### config.mk
export PLATFORM = sky130hd
export DESIGN_NAME = first_fit_contiguous_allocator_unit
export DESIGN_NICKNAME = d
export VERILOG_FILES = /design/src/sv/fcau_pkg.sv /design/src/sv/fcau_map_ram.sv /design/src/sv/fcau_word_scan.sv /design/src/sv/first_fit_contiguous_allocator_unit.sv
export SDC_FILE = /design/constraint.sdc
export NUM_CORES = 2
export LEC_CHECK = 0
export ABC_AREA = 1
export ABC_CLOCK_PERIOD_IN_PS = 8300
export CAP_MARGIN = 20
export CORE_ASPECT_RATIO = 2
export CORE_MARGIN = 1.5
export CORE_UTILIZATION = 35
export DETAILED_ROUTE_END_ITERATION = 8
export DONT_BUFFER_PORTS = 1
export PLACE_DENSITY = 0.48
export SLEW_MARGIN = 20
export SYNTH_ARGS = -nofsm -noshare
export SYNTH_HDL_FRONTEND = slang
export SYNTH_HIERARCHICAL = 1
export SYNTH_SLANG_ARGS = --single-unit
### constraint.sdc
create_clock -name clk -period 8.3 [get_ports clk]
set_input_delay 0.83 -clock clk [delete_from_list [all_inputs] [get_ports clk]]
set_output_delay 0.83 -clock clk [all_outputs]
set_load 0.01 [all_outputs]
### src/sv/fcau_pkg.sv
// ---------------------------------------------------------------------------
// fcau_pkg: shared definitions for the first-fit contiguous allocator
// Field widths, request and status codes, and the scan unit result type.
// ---------------------------------------------------------------------------
package fcau_pkg;

	localparam int WORD_BITS = 32;
	localparam int OFF_W     = 5;
	localparam int RUN_W     = 12;
	localparam int START_W   = 10;
	localparam int SIZE_W    = 11;
	localparam int STATUS_W  = 2;

	localparam logic REQ_ALLOC = 1'b0;
	localparam logic REQ_FREE  = 1'b1;

	localparam logic [STATUS_W-1:0] ST_ALLOCATED = 2'd0;
	localparam logic [STATUS_W-1:0] ST_NO_SPACE  = 2'd1;
	localparam logic [STATUS_W-1:0] ST_FREED     = 2'd2;

	localparam logic [WORD_BITS-1:0] WORD_ONES = '1;

	typedef struct packed {
		logic             hit;
		logic [OFF_W-1:0] pos;
		logic [RUN_W-1:0] run;
	} scan_res_t;

endpackage

### src/sv/fcau_map_ram.sv
// ---------------------------------------------------------------------------
// fcau_map_ram: cell map storage
// One word of cell flags per entry, one write and one registered read a cycle.
// ---------------------------------------------------------------------------
module fcau_map_ram #(
	parameter int DEPTH = 32,
	parameter int AW    = 5
) (
	input  logic                          clk,
	input  logic                          we,
	input  logic [AW-1:0]                 waddr,
	input  logic [fcau_pkg::WORD_BITS-1:0] wdata,
	input  logic                          re,
	input  logic [AW-1:0]                 raddr,
	output logic [fcau_pkg::WORD_BITS-1:0] rdata
);
	import fcau_pkg::*;

	logic [WORD_BITS-1:0] mem [DEPTH];
	logic [WORD_BITS-1:0] rdata_q;

	always_ff @(posedge clk) begin
		if (we) begin
			mem[waddr] <= wdata;
		end
	end

	always_ff @(posedge clk) begin
		if (re) begin
			rdata_q <= mem[raddr];
		end
	end

	assign rdata = rdata_q;

endmodule

### src/sv/fcau_word_scan.sv
// ---------------------------------------------------------------------------
// fcau_word_scan: free-run search over one map word
// Extends the run carried in from lower words and finds where it first
// reaches the requested length.
// ---------------------------------------------------------------------------
module fcau_word_scan (
	input  logic [fcau_pkg::WORD_BITS-1:0] word,
	input  logic [fcau_pkg::RUN_W-1:0]     carry,
	input  logic [fcau_pkg::SIZE_W-1:0]    len,
	output fcau_pkg::scan_res_t            res
);
	import fcau_pkg::*;

	logic [RUN_W-1:0] run [WORD_BITS];

	// Each position works out the length of the free run that ends at it, independently of the others.
	always_comb begin
		logic             found;
		logic [OFF_W-1:0] p;
		for (int j = 0; j < WORD_BITS; j++) begin
			found = 1'b0;
			p     = '0;
			for (int b = 0; b < WORD_BITS; b++) begin
				if (b <= j && word[b]) begin
					found = 1'b1;
					p     = OFF_W'(b);
				end
			end
			if (word[j]) begin
				run[j] = '0;
			end else if (found) begin
				run[j] = RUN_W'(j) - RUN_W'(p);
			end else begin
				run[j] = carry + RUN_W'(j) + RUN_W'(1);
			end
		end
	end

	always_comb begin
		res.hit = 1'b0;
		res.pos = '0;
		res.run = run[WORD_BITS-1];
		for (int j = WORD_BITS - 1; j >= 0; j--) begin
			if (run[j] >= RUN_W'(len)) begin
				res.hit = 1'b1;
				res.pos = OFF_W'(j);
			end
		end
	end

endmodule

### src/sv/first_fit_contiguous_allocator_unit.sv
// ---------------------------------------------------------------------------
// first_fit_contiguous_allocator_unit: first-fit allocator over a cell map
// Allocates the lowest run of free cells of a requested size and frees ranges.
// ---------------------------------------------------------------------------
// The map holds CELLS one-bit flags packed 32 to a word in a single-port-write,
// registered-read memory, and one word scan unit walks it a word a cycle.
// After reset the block clears the map word by word and holds s_tready low
// meanwhile. An allocate request reads words upward from word 0 until the
// run is found, then rewrites each word the new block touches with a
// read-modify-write that streams one word a cycle, and passes through a
// finish state that hands the result to the output register once that
// register is free. A free request only does the read-modify-write sweep
// over the words it covers. A size of zero, an allocate larger than the map
// or a free starting past the map goes straight to the finish state. Only
// one request is in flight at a time; the result sits in an output register
// so that the next request can be taken while it waits on m_tready.
module first_fit_contiguous_allocator_unit #(
	parameter int CELLS = 1024
) (
	input  logic        clk,
	input  logic        arst_n,
	input  logic        s_tvalid,
	output logic        s_tready,
	input  logic [23:0] s_tdata,  // [9:0] start_index, [20:10] block_size, [23:21] zero
	input  logic [0:0]  s_tuser,  // [0] req_type
	output logic        m_tvalid,
	input  logic        m_tready,
	output logic [15:0] m_tdata,  // [9:0] block_start, [15:10] zero
	output logic [1:0]  m_tuser   // [1:0] status
);
	import fcau_pkg::*;

	localparam int WORDS     = (CELLS + WORD_BITS - 1) / WORD_BITS;
	localparam int AW        = (WORDS > 1) ? $clog2(WORDS) : 1;
	localparam int CW        = ($clog2(CELLS + 1) > 12) ? $clog2(CELLS + 1) : 12;
	localparam int LAST_BITS = CELLS - (WORDS - 1) * WORD_BITS;

	localparam logic [AW-1:0] LAST_WORD = AW'(WORDS - 1);
	localparam logic [CW-1:0] CELLS_CW  = CW'(CELLS);
	// Bits of the top word that lie beyond the map look used to the scan.
	localparam logic [WORD_BITS-1:0] PAD_MASK = ~(WORD_ONES >> (WORD_BITS - LAST_BITS));

	localparam logic [2:0] S_CLR  = 3'd0;
	localparam logic [2:0] S_IDLE = 3'd1;
	localparam logic [2:0] S_SCAN = 3'd2;
	localparam logic [2:0] S_RMW  = 3'd3;
	localparam logic [2:0] S_FIN  = 3'd4;

	function automatic logic [AW-1:0] word_of(input logic [CW-1:0] c);
		logic [CW-1:0] s;
		s = c >> OFF_W;
		return s[AW-1:0];
	endfunction

	logic [2:0]          state_q;
	logic [AW-1:0]       ptr_q;
	logic                more_q;
	logic                rvalid_q;
	logic [AW-1:0]       rword_q;
	logic [RUN_W-1:0]    carry_q;
	logic [SIZE_W-1:0]   len_q;
	logic [CW-1:0]       lo_q;
	logic [CW-1:0]       hi_q;
	logic [AW-1:0]       last_word_q;
	logic                clear_q;
	logic [STATUS_W-1:0] res_status_q;
	logic [START_W-1:0]  res_start_q;
	logic                out_valid_q;
	logic [STATUS_W-1:0] out_status_q;
	logic [START_W-1:0]  out_start_q;

	logic [START_W-1:0]   in_start;
	logic [SIZE_W-1:0]    in_size;
	logic                 in_accept;
	logic [CW-1:0]        free_sum;
	logic [CW-1:0]        free_hi;
	logic [CW-1:0]        alloc_lo;
	logic [CW-1:0]        alloc_hi;
	logic [CW-1:0]        hi_last;
	logic [OFF_W-1:0]     hi_off;
	logic [WORD_BITS-1:0] mask_lo;
	logic [WORD_BITS-1:0] mask_hi;
	logic [WORD_BITS-1:0] mask;
	logic [WORD_BITS-1:0] rdata;
	logic [WORD_BITS-1:0] scan_word;
	logic                 out_free;
	logic                 mem_we;
	logic [AW-1:0]        mem_waddr;
	logic [WORD_BITS-1:0] mem_wdata;
	logic                 mem_re;
	logic [AW-1:0]        end_word;
	scan_res_t            sres;

	assign in_start  = s_tdata[START_W-1:0];
	assign in_size   = s_tdata[START_W+SIZE_W-1:START_W];
	assign s_tready  = (state_q == S_IDLE);
	assign in_accept = s_tvalid && s_tready;

	// Free ranges are clipped at the top of the map.
	assign free_sum = CW'(in_start) + CW'(in_size);
	assign free_hi  = (free_sum > CELLS_CW) ? CELLS_CW : free_sum;

	// The run found ends at the hit position of the word being examined.
	assign alloc_lo = CW'({rword_q, sres.pos}) + CW'(1) - CW'(len_q);
	assign alloc_hi = alloc_lo + CW'(len_q);

	assign scan_word = rdata | ((rword_q == LAST_WORD) ? PAD_MASK : '0);

	fcau_word_scan u_scan (
		.word  (scan_word),
		.carry (carry_q),
		.len   (len_q),
		.res   (sres)
	);

	// Cells of the current word that fall inside [lo, hi).
	assign hi_last = hi_q - CW'(1);
	assign hi_off  = hi_last[OFF_W-1:0];
	assign mask_lo = (rword_q == word_of(lo_q)) ? (WORD_ONES << lo_q[OFF_W-1:0]) : WORD_ONES;
	assign mask_hi = (rword_q == last_word_q) ? (WORD_ONES >> (OFF_W'(WORD_BITS - 1) - hi_off))
	                                          : WORD_ONES;
	assign mask    = mask_lo & mask_hi;

	assign end_word = (state_q == S_SCAN) ? LAST_WORD : last_word_q;

	always_comb begin
		mem_we    = 1'b0;
		mem_waddr = rword_q;
		mem_wdata = clear_q ? (rdata & ~mask) : (rdata | mask);
		mem_re    = 1'b0;
		unique case (state_q)
			S_CLR: begin
				mem_we    = 1'b1;
				mem_waddr = ptr_q;
				mem_wdata = '0;
			end
			S_SCAN: begin
				mem_re = more_q && !(rvalid_q && sres.hit);
			end
			S_RMW: begin
				mem_we = rvalid_q;
				mem_re = more_q;
			end
			default: begin
				mem_we = 1'b0;
			end
		endcase
	end

	fcau_map_ram #(
		.DEPTH (WORDS),
		.AW    (AW)
	) u_ram (
		.clk   (clk),
		.we    (mem_we),
		.waddr (mem_waddr),
		.wdata (mem_wdata),
		.re    (mem_re),
		.raddr (ptr_q),
		.rdata (rdata)
	);

	assign out_free = !out_valid_q || m_tready;

	// Sequencer.
	always_ff @(posedge clk or negedge arst_n) begin
		if (!arst_n) begin
			state_q  <= S_CLR;
			ptr_q    <= '0;
			more_q   <= 1'b0;
			rvalid_q <= 1'b0;
		end else begin
			rvalid_q <= mem_re;
			if (mem_re) begin
				ptr_q <= ptr_q + AW'(1);
				if (ptr_q == end_word) begin
					more_q <= 1'b0;
				end
			end
			unique case (state_q)
				S_CLR: begin
					ptr_q <= ptr_q + AW'(1);
					if (ptr_q == LAST_WORD) begin
						state_q <= S_IDLE;
					end
				end
				S_IDLE: begin
					if (in_accept) begin
						if (s_tuser[0] == REQ_FREE) begin
							if (in_size == '0 || CW'(in_start) >= CELLS_CW) begin
								state_q <= S_FIN;
							end else begin
								ptr_q   <= word_of(CW'(in_start));
								more_q  <= 1'b1;
								state_q <= S_RMW;
							end
						end else begin
							if (in_size == '0 || CW'(in_size) > CELLS_CW) begin
								state_q <= S_FIN;
							end else begin
								ptr_q   <= '0;
								more_q  <= 1'b1;
								state_q <= S_SCAN;
							end
						end
					end
				end
				S_SCAN: begin
					if (rvalid_q) begin
						if (sres.hit) begin
							ptr_q   <= word_of(alloc_lo);
							more_q  <= 1'b1;
							state_q <= S_RMW;
						end else if (rword_q == LAST_WORD) begin
							state_q <= S_FIN;
						end
					end
				end
				S_RMW: begin
					if (rvalid_q && rword_q == last_word_q) begin
						state_q <= S_FIN;
					end
				end
				S_FIN: begin
					if (out_free) begin
						state_q <= S_IDLE;
					end
				end
				default: begin
					state_q <= S_IDLE;
				end
			endcase
		end
	end

	// Working registers of the current request.
	always_ff @(posedge clk) begin
		if (mem_re) begin
			rword_q <= ptr_q;
		end
		if (state_q == S_IDLE && in_accept) begin
			len_q       <= in_size;
			carry_q     <= '0;
			lo_q        <= CW'(in_start);
			hi_q        <= free_hi;
			last_word_q <= word_of(free_hi - CW'(1));
			clear_q     <= (s_tuser[0] == REQ_FREE);
			res_start_q <= '0;
			res_status_q <= (s_tuser[0] == REQ_FREE) ? ST_FREED : ST_NO_SPACE;
		end
		if (state_q == S_SCAN && rvalid_q) begin
			carry_q <= sres.run;
			if (sres.hit) begin
				lo_q         <= alloc_lo;
				hi_q         <= alloc_hi;
				last_word_q  <= rword_q;
				res_status_q <= ST_ALLOCATED;
				res_start_q  <= alloc_lo[START_W-1:0];
			end
		end
	end

	// Output register.
	always_ff @(posedge clk or negedge arst_n) begin
		if (!arst_n) begin
			out_valid_q <= 1'b0;
		end else if (state_q == S_FIN && out_free) begin
			out_valid_q <= 1'b1;
		end else if (m_tready) begin
			out_valid_q <= 1'b0;
		end
	end

	always_ff @(posedge clk) begin
		if (state_q == S_FIN && out_free) begin
			out_status_q <= res_status_q;
			out_start_q  <= res_start_q;
		end
	end

	assign m_tvalid = out_valid_q;
	assign m_tuser  = out_status_q;
	assign m_tdata  = {6'd0, out_start_q};

endmodule

Yosys cells after proc, flatten, opt, wreduce, memory -nomap -nowiden --
Memories as Yosys holds them, arrays and structs flattened. A register that Yosys moved wholly into a read port is not among the register bits. Cells that the tools add are included.
Word-level totals: register bits 93, memory bits (writable) 1024, input bits 29, output and inout port bits 20, logic and storage cells 407, memories kept 1
Cells by class: add/subtract/negate cells 101, magnitude comparators 34, equality and inequality tests 15, shift-type cells 2, muxes and demuxes 218, bitwise logic cells 4, reductions and logical operators 16
Memory list:
- u_ram.mem | words 32, bits a word 32, read ports 1, clocked after Yosys merged registers in 1, write ports 1, RTL line fcau_map_ram.sv:19 | logic [WORD_BITS-1:0] mem [DEPTH];
Operator list (number):
- $mux 12 | 73
- $add 12x1->12 const B | 32
- $ge 12x11->1 | 32
- $mux 5 | 42
- $add 12x5->12 const B | 16
- $mux 6 | 32
- $mux 32 | 4
- $add 12x4->12 const B | 8
- $sub 5x5->6 const A | 16
- $and 32x32->32 | 2
- $add 12x3->12 const B | 4
- $sub 4x5->6 const A | 8
- $mux 1 | 45
- $not 32->32 | 1
- $or 32x32->32 | 1
- $shl 32x5->32 const A | 1
- $shr 32x5->32 const A | 1
- $mux 10 | 3
- $mux 3 | 10
- $add 12x2->12 const B | 2
- $sub 3x5->6 const A | 4
- $eq 5x5->1 | 3
- $pmux 3 s5 | 1
- $pmux 5 s3 | 1
- 28 further kinds | 48

Logic depth before layout (Yosys ltp) --
word-level depth 76, gate-level depth with buffers 88, mapped depth without buffers 88

By module --
Netlist, hierarchy kept.
By module, submodules not included:
- fcau_map_ram | times used 1, cells each 3536, area each 42726.0 sq um, seq. area each 31710.4 sq um
- fcau_word_scan | times used 1, cells each 2545, area each 15954.1 sq um, seq. area each 0.0 sq um
- first_fit_contiguous_allocator_unit | times used 1, cells each 884, area each 6382.4 sq um, seq. area each 2147.1 sq um

Worst setup path before layout --
Ideal clock, no wire load.
path type register -> register, start point reg u_ram.rdata_q[2] (netlist: u_ram/rdata[2]) (read register of u_ram.mem), end point reg hi_q[4], library setup time 124 ps, arrival time 7292 ps, data required time 8176 ps, setup slack 884 ps, cell stages (with the launch flop) 66, path buffers 0, clock period less this slack 7416 ps, cells stage by stage edfxtp_1 > inv_2 > a21oi_1 > nor2_2 > inv_2 > nand2_1 > nand2_2 > a21oi_2 > inv_2 > a21oi_4 > inv_2 > a21oi_2 > inv_2 > a21oi_4 > nor2_2 > nor2_2 > inv_2 > a21oi_4 > [30 not listed] > a21oi_1 > a21oi_1 > o311ai_1 > nand3_1 > a21oi_1 > inv_1 > ha_1 > inv_1 > ha_1 > fa_1 > ha_1 > a21oi_1 > nor2_1 > nor2_1 > xor2_1 > o21ai_0 > a21oi_1 > a31oi_1
RTL lines:
- start, declared | RTL line fcau_map_ram.sv:20 | logic [WORD_BITS-1:0] rdata_q;
- end signal, assigned | RTL line first_fit_contiguous_allocator_unit.sv:245 | hi_q <= free_hi;
- end signal, assigned | RTL line first_fit_contiguous_allocator_unit.sv:255 | hi_q <= alloc_hi;
- end, declared | RTL line first_fit_contiguous_allocator_unit.sv:63 | logic [CW-1:0] hi_q;

==> results.sh <==
export IMPL_power_leakage_nw=30.9
export IMPL_synth_edff_count=1097
export IMPL_clk_pin_slew_worst_paths_ns=0.07
export IMPL_fin_cells=9864
export IMPL_synth_sequential_area_ratio_pct=52.0
export IMPL_ir_worst_vdd_uv=284
export IMPL_gr_total_overflow=0
export IMPL_cts_tree="yes"
export IMPL_r2r_end="hi_q[4]$_DFF_P_"
export IMPL_portBuffers=0
export IMPL_async_reset_ff_share_pct=0.965
export IMPL_synthFlopType="edfxtp_1"
export IMPL_yosys_warnings=6
export IMPL_rsz0062_at_grt="true"
export IMPL_post_route_cell_area_um2=74900
export IMPL_die_x_um=308
export IMPL_timing_rr_start="u_ram/rdata[2]$_DFFE_PP_"
export IMPL_power_mw=28.5
export IMPL_hp_class="in -> reg"
export IMPL_ant_nets=0
export IMPL_layout_common_cells="nand2_1, edfxtp_1, nand3_1, buf_4, inv_1"
export IMPL_violations="setup timing"
export IMPL_grt_use_total_pct=28.9
export IMPL_critPathLaunchType="flip-flop"
export IMPL_synthToLayoutAreaGrowth_pct=15.2
export IMPL_critPathCaptureType="flip-flop"
export IMPL_rows=223
export IMPL_grt_pass1_vias=52600
export IMPL_syn_cell_area_um2=65100
export IMPL_finalWeightedCongestion=1.06
export IMPL_numCtsBuffers=103
export IMPL_hold_viol_final=0
export IMPL_numClockSinks=1140
export IMPL_syn_mean_instance_area_um2=9.34
export IMPL_max_freq_mhz=118
export IMPL_dpl_cell_area_um2=70700
export IMPL_avgViaCountPerCell=5.41
export IMPL_antenna_found_initial=15
export IMPL_yosysTopAreaCell="edfxtp_1"
export IMPL_r2r_slack_ns=-0.20
export IMPL_synth_area_leaders="edfxtp_1, nand2_1, ha_1"
export IMPL_finClkSkew_ns=0.0372
export IMPL_fillers=18300
export IMPL_timing_final_crit_share_pct=102
export IMPL_crit_path_end="hi_q[4]$_DFF_P_"
export IMPL_cp_depth=67
export IMPL_dp_hpwl_um=186000
export IMPL_setup_ws_ns=-0.204
export IMPL_crit_fanout=3
export IMPL_setup_viol=6
export IMPL_io_pins=49
export IMPL_clock_path_buffers=3
export IMPL_place_inst=9631
export IMPL_outcome="complete, but fails checks"
export IMPL_cp_startpoint="u_ram/rdata[2]$_DFFE_PP_"
export IMPL_fp_dieH_um=613
export IMPL_drc=0
export IMPL_pwr_density_cell_nw_per_um2=380
export IMPL_grt_pass1_wl_um=386000
export IMPL_slowest_stage="edfxtp_1"
export IMPL_synth_seq_cells=1140
export IMPL_coreArea_um2=185000
export IMPL_clk_latency_ns=0.71
export IMPL_post_route_min_period_ns=8.50
export IMPL_worstRegToRegCells=67
export IMPL_grt_max_degree=204
export IMPL_ys_types=69
export IMPL_worstSetupPathType="reg -> reg"
export IMPL_drt_iter0_drc=3971
export IMPL_yosysTopAreaCellShare_pct=50.6
export IMPL_start_util_pct=35.2
export IMPL_dr_pass1_iters=6
export IMPL_slew_headroom_pct=21.3
export IMPL_drv_cap=0
export IMPL_routed_wl_um=275000
export IMPL_drive_gt1_share_pct=13.6
export IMPL_path_common_cell="inv_2"
export IMPL_final_common_cell="nand2_1"
export IMPL_syn_inst=6965
export IMPL_cp_top_family="compound AO/OA/AOI/OAI gates"
export IMPL_slew_violations=0
export IMPL_crit_required_ns=8.94
export IMPL_dieArea_um2=189000
export IMPL_post_drt_wl_per_cell_um=27.9
export IMPL_cp_arrival_ns=9.14
export IMPL_num_vias=53400
export IMPL_h_tree_depth=3
export IMPL_crit_path_max_incr_delay_ns=0.42
export IMPL_nNetsFinal=7755
export IMPL_path_buf_inv=15
export IMPL_worst_slew_pin_transition_ns=1.17
export IMPL_cts_root_buffer="clkbuf_16"
-- how the worst min path moves through the flow --
stage                                  from                        to  slack (ns)  depth (start not counted)
finish                          s_tdata[19]        len_q[9]$_DFFE_PP_        0.21                          0
detailed placement  res_status_q[1]$_DFF_P_      m_tuser[1]$_DFFE_PP_        0.42                          0
CTS                             s_tdata[20]       len_q[10]$_DFFE_PP_        0.15                          0
global route                    s_tdata[20]       len_q[10]$_DFFE_PP_        0.17                          0
global placement    res_status_q[1]$_DFF_P_      m_tuser[1]$_DFFE_PP_        0.42                          0
floorplan            res_start_q[0]$_DFF_P_  out_start_q[0]$_DFFE_PP_        0.41                          0
-- kinds of logic (layout without fill, tap and decap cells) --
logic type,after synthesis,after routing,share of synthesized area (%)
AND/OR/NAND/NOR,3530,3530,23.3
XOR/XNOR,198,198,2.68
adder cells (fa/ha/maj),441,441,8.52
flip-flops,1140,1140,52.0
AO/OA/AOI/OAI,844,844,7.58
other,1,20,0.00576
buffers and inverters,811,1216,5.87
-- layer usage --
metal	global-route usage (%)	wire length [um]
met5	0	24
met4	23.3	26800
met3	3.75	13100
met2	53.9	145000
met1	28.4	90300
-- per-stage QoR --
step	util (%)	setup TNS (ns)	setup slack, ns	hold WS [ns]
global placement	38.3	-7.78	-0.811	0.417
detailed placement	38.3	-7.33	-0.760	0.424
global route	40.6	-6.56	-0.658	0.167
finish	40.6	-0.689	-0.204	0.208
CTS	40.3	-1.11	-0.255	0.150
floorplan	-	0	0.884	0.409
-- power by group --
| group | switching, mW | internal [mW] | total [mW] |
|---|---|---|---|
| Combinational | 10.3 | 4.64 | 15.0 |
| Clock | 2.22 | 2.85 | 5.08 |
| Sequential | 0.543 | 7.87 | 8.41 |
| Total | 13.1 | 15.4 | 28.5 |
-- state kept, by name, summed over array words and instances (netlist names), 2 cells and up --
signal        flops
u_ram/mem      1024
u_ram/rdata      32
carry_q          12
len_q            11
lo_q             10
out_start_q      10
res_start_q      10
hi_q              5
last_word_q       5
ptr_q             5
rword_q           5
state_q           3
m_tuser           2
res_status_q      2
-- layout make-up --
| type | count | area [um^2] | share of cell area, % |
|---|---|---|---|
| sequential | 1140 | 33900 | 45.2 |
| multi-input combinational | 5019 | 28300 | 37.8 |
| timing repair buffer | 521 | 4140 | 5.53 |
| tap | 2475 | 3100 | 4.13 |
| clock buffer | 120 | 2710 | 3.61 |
| inverter | 500 | 1920 | 2.56 |
| clock inverter | 75 | 850 | 1.13 |
| antenna | 14 | 35.0 | 0.0468 |
-- cell usage after synthesis, types with 67 or more instances --
cell type,instances
o21ai_0,238
clkbuf_1,89
nand3_1,911
a21oi_1,368
xor2_1,183
nor2_1,394
buf_2,91
buf_6,67
nand2_1,2015
edfxtp_1,1097
ha_1,438
inv_1,440
-- worst reg2reg max path, delay by kind of cell, from the launching register on --
| family | cells | cell delay, ns |
|---|---|---|
| adder cells (fa/ha/maj) | 6 | 1.64 |
| AND/OR/NAND/NOR | 19 | 1.71 |
| XOR/XNOR | 2 | 0.38 |
| AO/OA/AOI/OAI | 25 | 3.14 |
| buffers and inverters | 15 | 1.17 |
| flip-flops | 1 | 0.42 |
-- what timing repair did --
item,CTS,global route
gates resized for setup,46,69
buffers inserted,9,15
endpoints found under the hold margin,11,0
hold buffers,1,0
pin swaps,22,58
setup endpoints to repair,20,27
No activity file was read; power rests on OpenSTA's default activity.
